===== config.mk =====
export PLATFORM = sky130hd
export DESIGN_NAME = ppa_ram
export DESIGN_NICKNAME = d
export VERILOG_FILES = /design/src/rtl/core/ppa_ram.sv
export SDC_FILE = /design/constraint.sdc
export NUM_CORES = 1
export LEC_CHECK = 0
export BUFFER_PORTS_ARGS = -buffer_cell sky130_fd_sc_hd__buf_2
export CAP_MARGIN = 20
export CORE_MARGIN = 2
export CORE_UTILIZATION = 52
export CTS_CLUSTER_DIAMETER = 30
export DETAILED_ROUTE_END_ITERATION = 7
export PLACE_DENSITY = 0.66
export SLEW_MARGIN = 20
export SYNTH_ARGS = -nofsm -noshare
export SYNTH_HDL_FRONTEND = slang
export SYNTH_SLANG_ARGS = --single-unit
export TNS_END_PERCENT = 10

===== constraint.sdc =====
create_clock -name clock -period 2.8 [get_ports clock]
set_input_delay 0.42 -clock clock [delete_from_list [all_inputs] [get_ports clock]]
set_output_delay 0.42 -clock clock [all_outputs]
set_load 0.01 [all_outputs]

===== src/rtl/core/ppa_ram.sv =====
// ----------------------------------------------------------------------------
// ppa_ram
// Generic simple dual-port RAM: one write port, one read port, registered
// read data.
// ----------------------------------------------------------------------------
module ppa_ram #(
   parameter int WIDTH = 8,
   parameter int DEPTH = 64
) (
   input  logic                     clock,
   input  logic                     wr_en,
   input  logic [$clog2(DEPTH)-1:0] wr_addr,
   input  logic [WIDTH-1:0]         wr_data,
   input  logic [$clog2(DEPTH)-1:0] rd_addr,
   output logic [WIDTH-1:0]         rd_data
);

   logic [WIDTH-1:0] mem_ff [DEPTH];
   logic [WIDTH-1:0] rd_data_ff;

   // write port
   always_ff @(posedge clock) begin
      if (wr_en) begin
         mem_ff[wr_addr] <= wr_data;
      end
   end

   // registered read port
   always_ff @(posedge clock) begin
      rd_data_ff <= mem_ff[rd_addr];
   end

   assign rd_data = rd_data_ff;

endmodule


==> reports/summary.md <==
For the data arrival time of the critical path, the log shows 2.57 ns. Timing would allow up to 0.4755 GHz. The mean post-synth cell area was 21.45 sq um; the xor/xnor cell area share of the yosys netlist was 0.

The worst register-to-register path begins at mem_ff[21][4]. Measured along the y axis, the die boundary spans 200.9 microns. The endpoint type of the worst setup path was a flop. Total of buffers placed on input and output ports: 29. Leaving out fill and tap cells, the most frequent cell in the layout is edfxtp_1.

The number of antenna violations at the first check in global routing was 2. Walking the worst path, the cells encountered are mux4_2 -> mux2_2 -> o221a_2 -> nor3_1 -> o32ai_1. The worst path setup slack after routing was 0.6969 ns. The area fraction in compound gates after synthesis is 0.02072. The total count of max-transition violations in the final report came out at 0.

In this run the most critical hold path is launched from wr_data[7]. Entering global routing, the biggest net connects 65 pins. Using the TritonRoute via totals, the vias-per-cell ratio works out to 5.946. For this design, the sink count on the clock tree is 520. Via count of the first global-routing pass: 10494. The detail route stage leaves a number of antenna-violating nets equal to 0. The path type of the worst min-delay path was in2reg. The tools report the source of the critical timing path as mem_ff[21][4].

edfxtp_1 takes more of the synthesized area than any other cell. Count of routing violations after the opening detailed-route iteration: 1129. Max-cap violations in this run came to 0. For the core outline area, the log shows 38470 sq um. The run gives 0.2587 ns as the tightest hold margin.

The async set-or-reset flop fraction in the synthesized netlist came out at 0. For the initial core utilization, the log shows 0.5243. For the overall track demand over capacity in global routing, the log shows 0.2347. Count of instances resized after the clock tree is built: 0.

TritonCTS built the clock tree. The area share of the largest cell type after synthesis is 0.7624. Clock-pin slew was measured on the worst setup and hold paths at 0.05 ns. The critical path is of the reg2reg type. The simple-gate portion of the synthesized area is 0.03388. The largest family of logic cells by synthesized area was multiplexers.

The biggest fanout along the worst timing path was 1; the post-place setup slack was 0.2693 ns. The average wire per cell in the routed design works out to 26.86 microns. The share of cell area taken by muxes after synthesis came out at 0.1594.

The clock latency at the later pin of the worst-skew pair was 0.61 ns; the maximum resistive drop on vdd was 0.5169 mV. The first global-routing pass estimated 68770 microns of wire. The tools report the half-perimeter wire length of the detailed placement result as 28130 microns. The filler cell count was 2549; the slew at the pin with the worst max-slew slack was 0.8494 ns.

For the summed instance area of the synthesized netlist, the log shows 20170 sq um. The nature of the critical path startpoint was a flop. The share of final-layout standard cells stronger than drive strength 1 was 0.3631.

The run finished with clean final reports. Adding up every negative setup slack in the final design gives 0 ns. The number of flops mapped to enable cells by yosys came out at 512. The run gives 0 as the DRC violation count after routing. The top cell types in the final layout, fill and taps aside, are edfxtp_1 (512), mux4_2 (126), buf_4 (104), clkbuf_16 (91), nor2_1 (83). When the netlist entered floorplanning its net count stood at 962. Count of pins on the block boundary: 30. The longest clock path from root to sink contains 3 buffers. The number of warnings printed during yosys synthesis was 0; the die width was 200.9 microns.

TritonCTS created 90 clock buffers. The final weighted congestion in routability-driven placement came out at 0.8446. Post-synthesis sequential area ratio: 0.7703.

The tools report the hold-fix buffer count after cts as 0. The multi-input gate area in the final layout came out at 4315 sq um. Setup repair after global routing left no endpoint under its margin. The count of vias placed by the detailed router is 10222. The sum of routed wire length over all layers came out at 46170 microns. Across the whole layout, storage elements account for 15530 sq um.

Row generation in the floorplan step produced 72 rows. Setup violations remaining at the end of the flow were counted as 0. Summed over all cells, the static leakage comes to 8.134 nW.

For this run, the detailed router's first-pass iteration total came to 5. The number of post-CTS setup repair buffers is 0, and the minimum period implied by the final worst setup slack is 2.103 ns. The run gives 3 as the depth of the CTS H-tree.

The growth of design area from synthesis to finish works out to 22.02%. The run gives 40 as the number of library cell types mapped by synthesis. Ranked by total cell area, the synthesized netlist is headed by edfxtp_1 (76%), mux4_2 (14%), nor2_1 (1.5%). On the worst path, the slowest cell contributes a delay of 0.53 ns. The leftover overflow at the end of global routing came out at 0.

For this run, the leading register cell type out of synthesis is edfxtp_1. The run gives 0.4317 as the headroom to the max-slew limit. For the final database, setup skew stands at 0.02609 ns. Share of synthesized cell area in full adder, half adder and majority cells: 0.

The run gives 3.27 ns as the required time of the critical path. The die covers 40370 sq um. The final number of hold-violating endpoints was 0; the cell count after synthesis was 940. The power density over the cells was 820.4 nW/um^2. The tree is rooted in a clkbuf_16.

After the last flow step, the layout net total stands at 1142. The master of the slowest instance on the critical path was mux4_2. The final critical-path share of the clock period was 0.7511; the total of flip-flops plus latches after synthesis was 520.
-- stage by stage --
stage / instances / total power, mW / cell area, sq um / utilization
final: 1719 / 20.19 / 24610 / 0.6397
after global routing: 1717 / 20.74 / 24600 / 0.6396
after CTS: 1716 / 20.33 / 24600 / 0.6395
after detailed placement: 1546 / 9.650 / 21580 / 0.5611
after global placement: 1546 / 9.633 / 21580 / 0.5611
after floorplan: 940 / 9.260 / 20170 / -
-- report_power, final --
group / internal [mW] / leakage [nW] / switching, mW
sequential: 8.63 / 4.67 / 0.0344
combinational: 0.336 / 2.00 / 0.496
clock: 6.74 / 1.46 / 3.95
total: 15.7 / 8.13 / 4.48
-- path summary, 6_finish.rpt --
path	depth (start not counted)	end	slack, ns
max	5	rd_data[4]	0.70
min	1	mem_ff[55][7]	0.26
min reg2reg	3	rd_data[4]	0.81
max reg2reg	5	rd_data[4]	0.70
-- worst max-delay path, delay by kind of cell (launching register included) --
kind,cells,cell delay [ns]
AO/OA/AOI/OAI,2,0.42
multiplexers,2,0.82
AND/OR/NAND/NOR,1,0.33
flip-flops,1,0.39
-- metal layers --
layer / GRT usage / share of wire / routed length [microns] / up-vias
li1: - / - / - / 4331
met1: 0.3240 / 0.40 / 18470 / 5320
met2: 0.3717 / 0.49 / 22590 / 479
met3: 0.04529 / 0.076 / 3526 / 92
met4: 0.09947 / 0.034 / 1586 / 0
met5: 0 / 0 / 0 / -
-- final cells by class --
class / instances / share of cell area
clock inverters: 70 / 0.02868
repair buffers: 139 / 0.04408
multi-input cells: 369 / 0.1754
flip-flops and latches: 520 / 0.6313
well taps: 518 / 0.02634
diodes: 3 / 0.0003051
clock buffers: 100 / 0.09391
-- logic make-up (layout without fill, tap and decap cells) --
family / after synthesis / count (layout)
AOI/OAI and AO/OA: 54 / 54
buffers and inverters: 51 / 309
DFF: 520 / 520
muxes: 162 / 162
other: 0 / 3
and+or+nand+nor: 153 / 153
-- synth_stat cells (6+ instances only) --
cell / n
nor2b_1: 14
mux2i_1: 23
dfxtp_1: 8
o22ai_1: 8
nand2b_1: 7
nand2_1: 19
mux4_2: 126
a221oi_1: 6
edfxtp_1: 512
nor3_1: 7
mux2_2: 13
o221ai_1: 8
buf_2: 11
nand3_1: 13
clkbuf_1: 17
nor2_1: 83
buf_4: 13
-- flip-flops by register name, indices dropped and copies added (netlist names) --
register  flops
mem_ff      512
rd_data       8
Note: power is estimated with default switching activity, not from simulation.
