==> src/rtl/core/ppa_pkg.sv <==
// ----------------------------------------------------------------------------
// ppa_pkg
// Shared types and constants for the particle pool ager: field widths, the
// stored particle record and the result of one slot update.
// ----------------------------------------------------------------------------
package ppa_pkg;

   // pool depth default
   localparam int PPA_POOL_SIZE = 64;

   // field widths
   localparam int POS_W    = 16;   // Q12.4 position and velocity
   localparam int HALF_W   = 12;   // Q8.4 half edge
   localparam int LIFE_W   = 16;   // ticks to live
   localparam int EDGE_W   = 17;   // Q13.4 quad edge
   localparam int SCREEN_W = 11;   // screen size, whole pixels
   localparam int SLOT_W   = 6;    // slot field of a result
   localparam int FRAC_W   = 4;    // fraction bits of the fixed point

   // one stored particle
   typedef struct packed {
      logic signed [POS_W-1:0]  pos_x;
      logic signed [POS_W-1:0]  pos_y;
      logic signed [POS_W-1:0]  vel_x;
      logic signed [POS_W-1:0]  vel_y;
      logic        [HALF_W-1:0] half;
      logic        [LIFE_W-1:0] life;
   } particle_type;

   localparam int PARTICLE_W = $bits(particle_type);

   // outcome of updating one live slot
   typedef struct packed {
      particle_type next;
      logic         survive;
   } upd_type;

endpackage

==> src/rtl/core/ppa_update.sv <==
// ----------------------------------------------------------------------------
// ppa_update
// Slot update unit, shared by every slot of a tick sweep: saturating
// position step, life countdown and screen bounds check.
// ----------------------------------------------------------------------------
module ppa_update (
   input  ppa_pkg::particle_type          cur,
   input  logic [ppa_pkg::SCREEN_W-1:0]   width_px,
   input  logic [ppa_pkg::SCREEN_W-1:0]   height_px,
   output ppa_pkg::upd_type               result
);

   import ppa_pkg::*;

   localparam int LIM_W = SCREEN_W + FRAC_W;

   logic signed [POS_W:0]   sum_x;
   logic signed [POS_W:0]   sum_y;
   logic signed [POS_W-1:0] new_x;
   logic signed [POS_W-1:0] new_y;
   logic [LIM_W-1:0]        lim_x;
   logic [LIM_W-1:0]        lim_y;
   logic                    life_out;
   logic                    off_x;
   logic                    off_y;

   // position step, one guard bit for the saturation test
   assign sum_x = {cur.pos_x[POS_W-1], cur.pos_x} + {cur.vel_x[POS_W-1], cur.vel_x};
   assign sum_y = {cur.pos_y[POS_W-1], cur.pos_y} + {cur.vel_y[POS_W-1], cur.vel_y};

   always_comb begin
      if (sum_x[POS_W] != sum_x[POS_W-1]) begin
         new_x = sum_x[POS_W] ? {1'b1, {(POS_W-1){1'b0}}} : {1'b0, {(POS_W-1){1'b1}}};
      end else begin
         new_x = sum_x[POS_W-1:0];
      end
      if (sum_y[POS_W] != sum_y[POS_W-1]) begin
         new_y = sum_y[POS_W] ? {1'b1, {(POS_W-1){1'b0}}} : {1'b0, {(POS_W-1){1'b1}}};
      end else begin
         new_y = sum_y[POS_W-1:0];
      end
   end

   // life of zero or one runs out now and stays at zero
   assign life_out = (cur.life[LIFE_W-1:1] == '0);

   // bounds: negative, or beyond the edge in Q.4; the border itself survives
   assign lim_x = {width_px,  {FRAC_W{1'b0}}};
   assign lim_y = {height_px, {FRAC_W{1'b0}}};
   assign off_x = new_x[POS_W-1] || (LIM_W'(new_x[POS_W-2:0]) > lim_x);
   assign off_y = new_y[POS_W-1] || (LIM_W'(new_y[POS_W-2:0]) > lim_y);

   always_comb begin
      result.next       = cur;
      result.next.pos_x = new_x;
      result.next.pos_y = new_y;
      result.next.life  = life_out ? '0 : cur.life - LIFE_W'(1);
      result.survive    = !(life_out || off_x || off_y);
   end

endmodule

==> config.mk <==
export PLATFORM = sky130hd
export DESIGN_NAME = ppa_update
export DESIGN_NICKNAME = d
export VERILOG_FILES = /design/src/rtl/core/ppa_pkg.sv /design/src/rtl/core/ppa_update.sv
export SDC_FILE = /design/constraint.sdc
export NUM_CORES = 1
export LEC_CHECK = 0
export ABC_AREA = 1
export BUFFER_PORTS_ARGS = -buffer_cell sky130_fd_sc_hd__buf_2
export CAP_MARGIN = 25
export CORE_MARGIN = 3
export CORE_UTILIZATION = 35
export DETAILED_ROUTE_END_ITERATION = 8
export PLACE_DENSITY = 0.69
export SETUP_SLACK_MARGIN = 0.02
export SYNTH_ARGS = -nofsm -noshare
export SYNTH_HDL_FRONTEND = slang
export SYNTH_SLANG_ARGS = --single-unit
==> constraint.sdc <==
create_clock -name vclk -period 5.75
set_input_delay 1.15 -clock vclk [all_inputs]
set_output_delay 1.15 -clock vclk [all_outputs]
set_load 0.005 [all_outputs]
==> results.yml <==
grt:
  antenna_found_initial: 0
  grt_pass1_wl_um: 14550
  grt_max_degree: 16
  overflow: 0
  grt_usage: 0.1644
  grt_pass1_vias: 3477
routing:
  drtIter0Drc: 71
  drc: 0
  ant_nets: 0
  vias: 3744
  wl_per_cell_um: 11.73
  dr.pass1.iters: 4
  finalWirelength_um: 9223
  viasPerCell: 4.763
worst_setup_path:
  end_kind: "primary output"
  slowest_stage: "fa_2"
  cpPeakStageDelay_ns: 0.35
  worst-path-stages: 27
  cp_num_buf_inv: 6
  critPathMaxFanout: 6
  critPathCapture: "result[0]"
  worstSetupPathType: "in -> out"
  crit_family: "simple AND/OR/NAND/NOR gates"
  arrival_ns: 4.29
  crit_top_cell: "nand2_1"
  cp-start-kind: "input port"
  cp-startpoint: "cur[28]"
  worstPathRequired_ns: 4.60
timing:
  finalSetupViolCount: 0
  finalMaxSlewViolations: 0
  relSlewSlack: 0.6877
  rsz0062_at_grt: "no"
  period_share: 0.9456
  tightest_slew_ns: 0.4684
  fmax_ghz: 0.1839
  tns_ns: 0
  fin_crit_ns: 5.437
  report.final.hold_viol_count: 0
cells_and_area:
  num-clock-buffers: 0
  layout-drive-gt1-share: 0.3245
  n_antenna_cell: 0
  final_cell_area_mm2: 0.003928
  numSequentialCells: 0
  seqCellArea_um2: 0
  num-nets-final: 854
  areaGrowthSynthToFinish_pct: 25.16
clocking:
  hold_buffers: 0
synthesis:
  synth_area_per_cell_um2: 5.790
  yosys_warnings: 0
  yosys.area.top_type: "ha_1"
  synth_area_mm2: 0.003138
  synthesis.instances: 542
  synth_fp_nets: 713
  ys_seq_area_frac: 0
  yosys-top-cells-area: "ha_1 22%, nand2_1 15%, inv_1 11%"
  synth_cell_types: 33
  yosysTopAreaCellShare: 0.2193
die:
  fp.dieH_um: 100.7
  die_area_mm2: 0.01014
  row_count: 33
  die_w_um: 100.7
  start_util: 0.3707
  core_mm2: 0.008464
  pin_count: 207
power_and_ir_drop:
  vdd_drop_max_mv: 0.08196
  p_leak_nw: 2.438
  p_per_area_mw_per_mm2: 142.3
outcome:
  status: "complete, no violations"
hold_path:
  min_path_type: "in -> out"
  min_path_cells: 0
  holdCritStartpoint: "cur[17]"
placement:
  numPortBuffers: 183
  placed_cell_area_mm2: 0.003844
  hpwl_um: 8285
  gp_congestion: 0.8521
job:
  drv_cap: 0
-- cell usage in the layout, fill, tap and decap left out, types with 3 or more instances in the layout --
| cell type | n |
|---|---|
| a31oi_1 | 8 |
| a21oi_2 | 7 |
| nor4_1 | 3 |
| buf_2 | 183 |
| xor2_1 | 18 |
| a21oi_1 | 50 |
| xnor2_1 | 14 |
| inv_1 | 91 |
| o21bai_1 | 3 |
| inv_2 | 4 |
| ha_1 | 55 |
| nand2_1 | 127 |
| nor2_1 | 49 |
| nor3_1 | 4 |
| nand2_2 | 11 |
| o21ai_0 | 7 |
| nand3_1 | 17 |
| or2_1 | 3 |
-- stage by stage --
stage | util | power, W | hold slack (ns) | cells | setup WS [ns]
after global placement | 0.4541 | 0.0005304 | 2.300 | 783 | 0.1240
after CTS | 0.4541 | 0.0005392 | 2.300 | 783 | 0.06406
final | 0.4640 | 0.0005590 | 2.300 | 786 | 0.3126
after global routing | 0.4640 | 0.0006313 | 2.300 | 786 | 0.009934
after detailed placement | 0.4541 | 0.0005355 | 2.300 | 783 | 0.08466
after floorplan | - | 0.0003585 | 2.331 | 542 | 0.7159
-- worst min path at each step --
stage	to	slack, ns
detailed placement	result[19]	2.30
CTS	result[19]	2.30
floorplan	result[1]	2.33
global route	result[27]	2.30
global placement	result[19]	2.30
finish	result[18]	2.30
-- per-layer routing --
layer | share of wire | vias to the layer above | global-route usage | wire (um)
li1 | - | 1967 | - | -
met1 | 0.43 | 1646 | 0.2092 | 3933
met3 | 0.075 | 10 | 0.01799 | 692
met4 | 0.0057 | 0 | 0.01140 | 53
met2 | 0.49 | 121 | 0.3078 | 4543
met5 | 0 | - | 0 | 0
-- synth_stat cells --
cell	count
nor2_1	49
and3_1	2
fa_1	2
nand4_1	2
clkbuf_1	1
nor2_2	2
ha_1	55
a31oi_1	8
a21oi_2	2
nand4_2	1
nor3_1	4
o21ai_1	1
nor3_2	1
nand2_1	127
buf_2	3
nor4b_1	1
inv_1	92
xnor2_1	14
nand2_2	11
o21bai_1	3
nand3_1	18
xor2_1	18
inv_2	4
o21ai_0	9
or2_1	3
a21oi_1	55
o211a_1	1
nor4_1	3
a211oi_1	1
nand2_4	2
or2_2	1
and2_1	2
buf_4	44
-- cell type report --
class	count	area [um^2]
timing repair buffer	187	958.4
tap	105	131.4
fill	920	4537
inverter	96	364.1
multi-input combinational	398	2474
-- power breakdown --
part / switching [W] / internal [W] / total (W) / leakage [nW]
clock network: 0 / 0 / 0 / 0
registers: 0 / 0 / 0 / 0
logic: 0.000315 / 0.000244 / 0.000559 / 2.44
-- timing repair --
item	in CTS	in global routing
endpoints found under the setup margin	0	1
endpoints found under the hold margin	0	0
resized for setup	0	14
setup buffers	0	3
-- logic make-up after synthesis --
family                   Yosys count  synth area share
XOR/XNOR                          32           0.08931
adder cells (fa/ha/maj)           57            0.2321
AO/OA/AOI/OAI                     80            0.1380
AND/OR/NAND/NOR                  229            0.3146
buffers and inverters            144            0.2261
No activity file was read; power rests on OpenSTA's default activity.
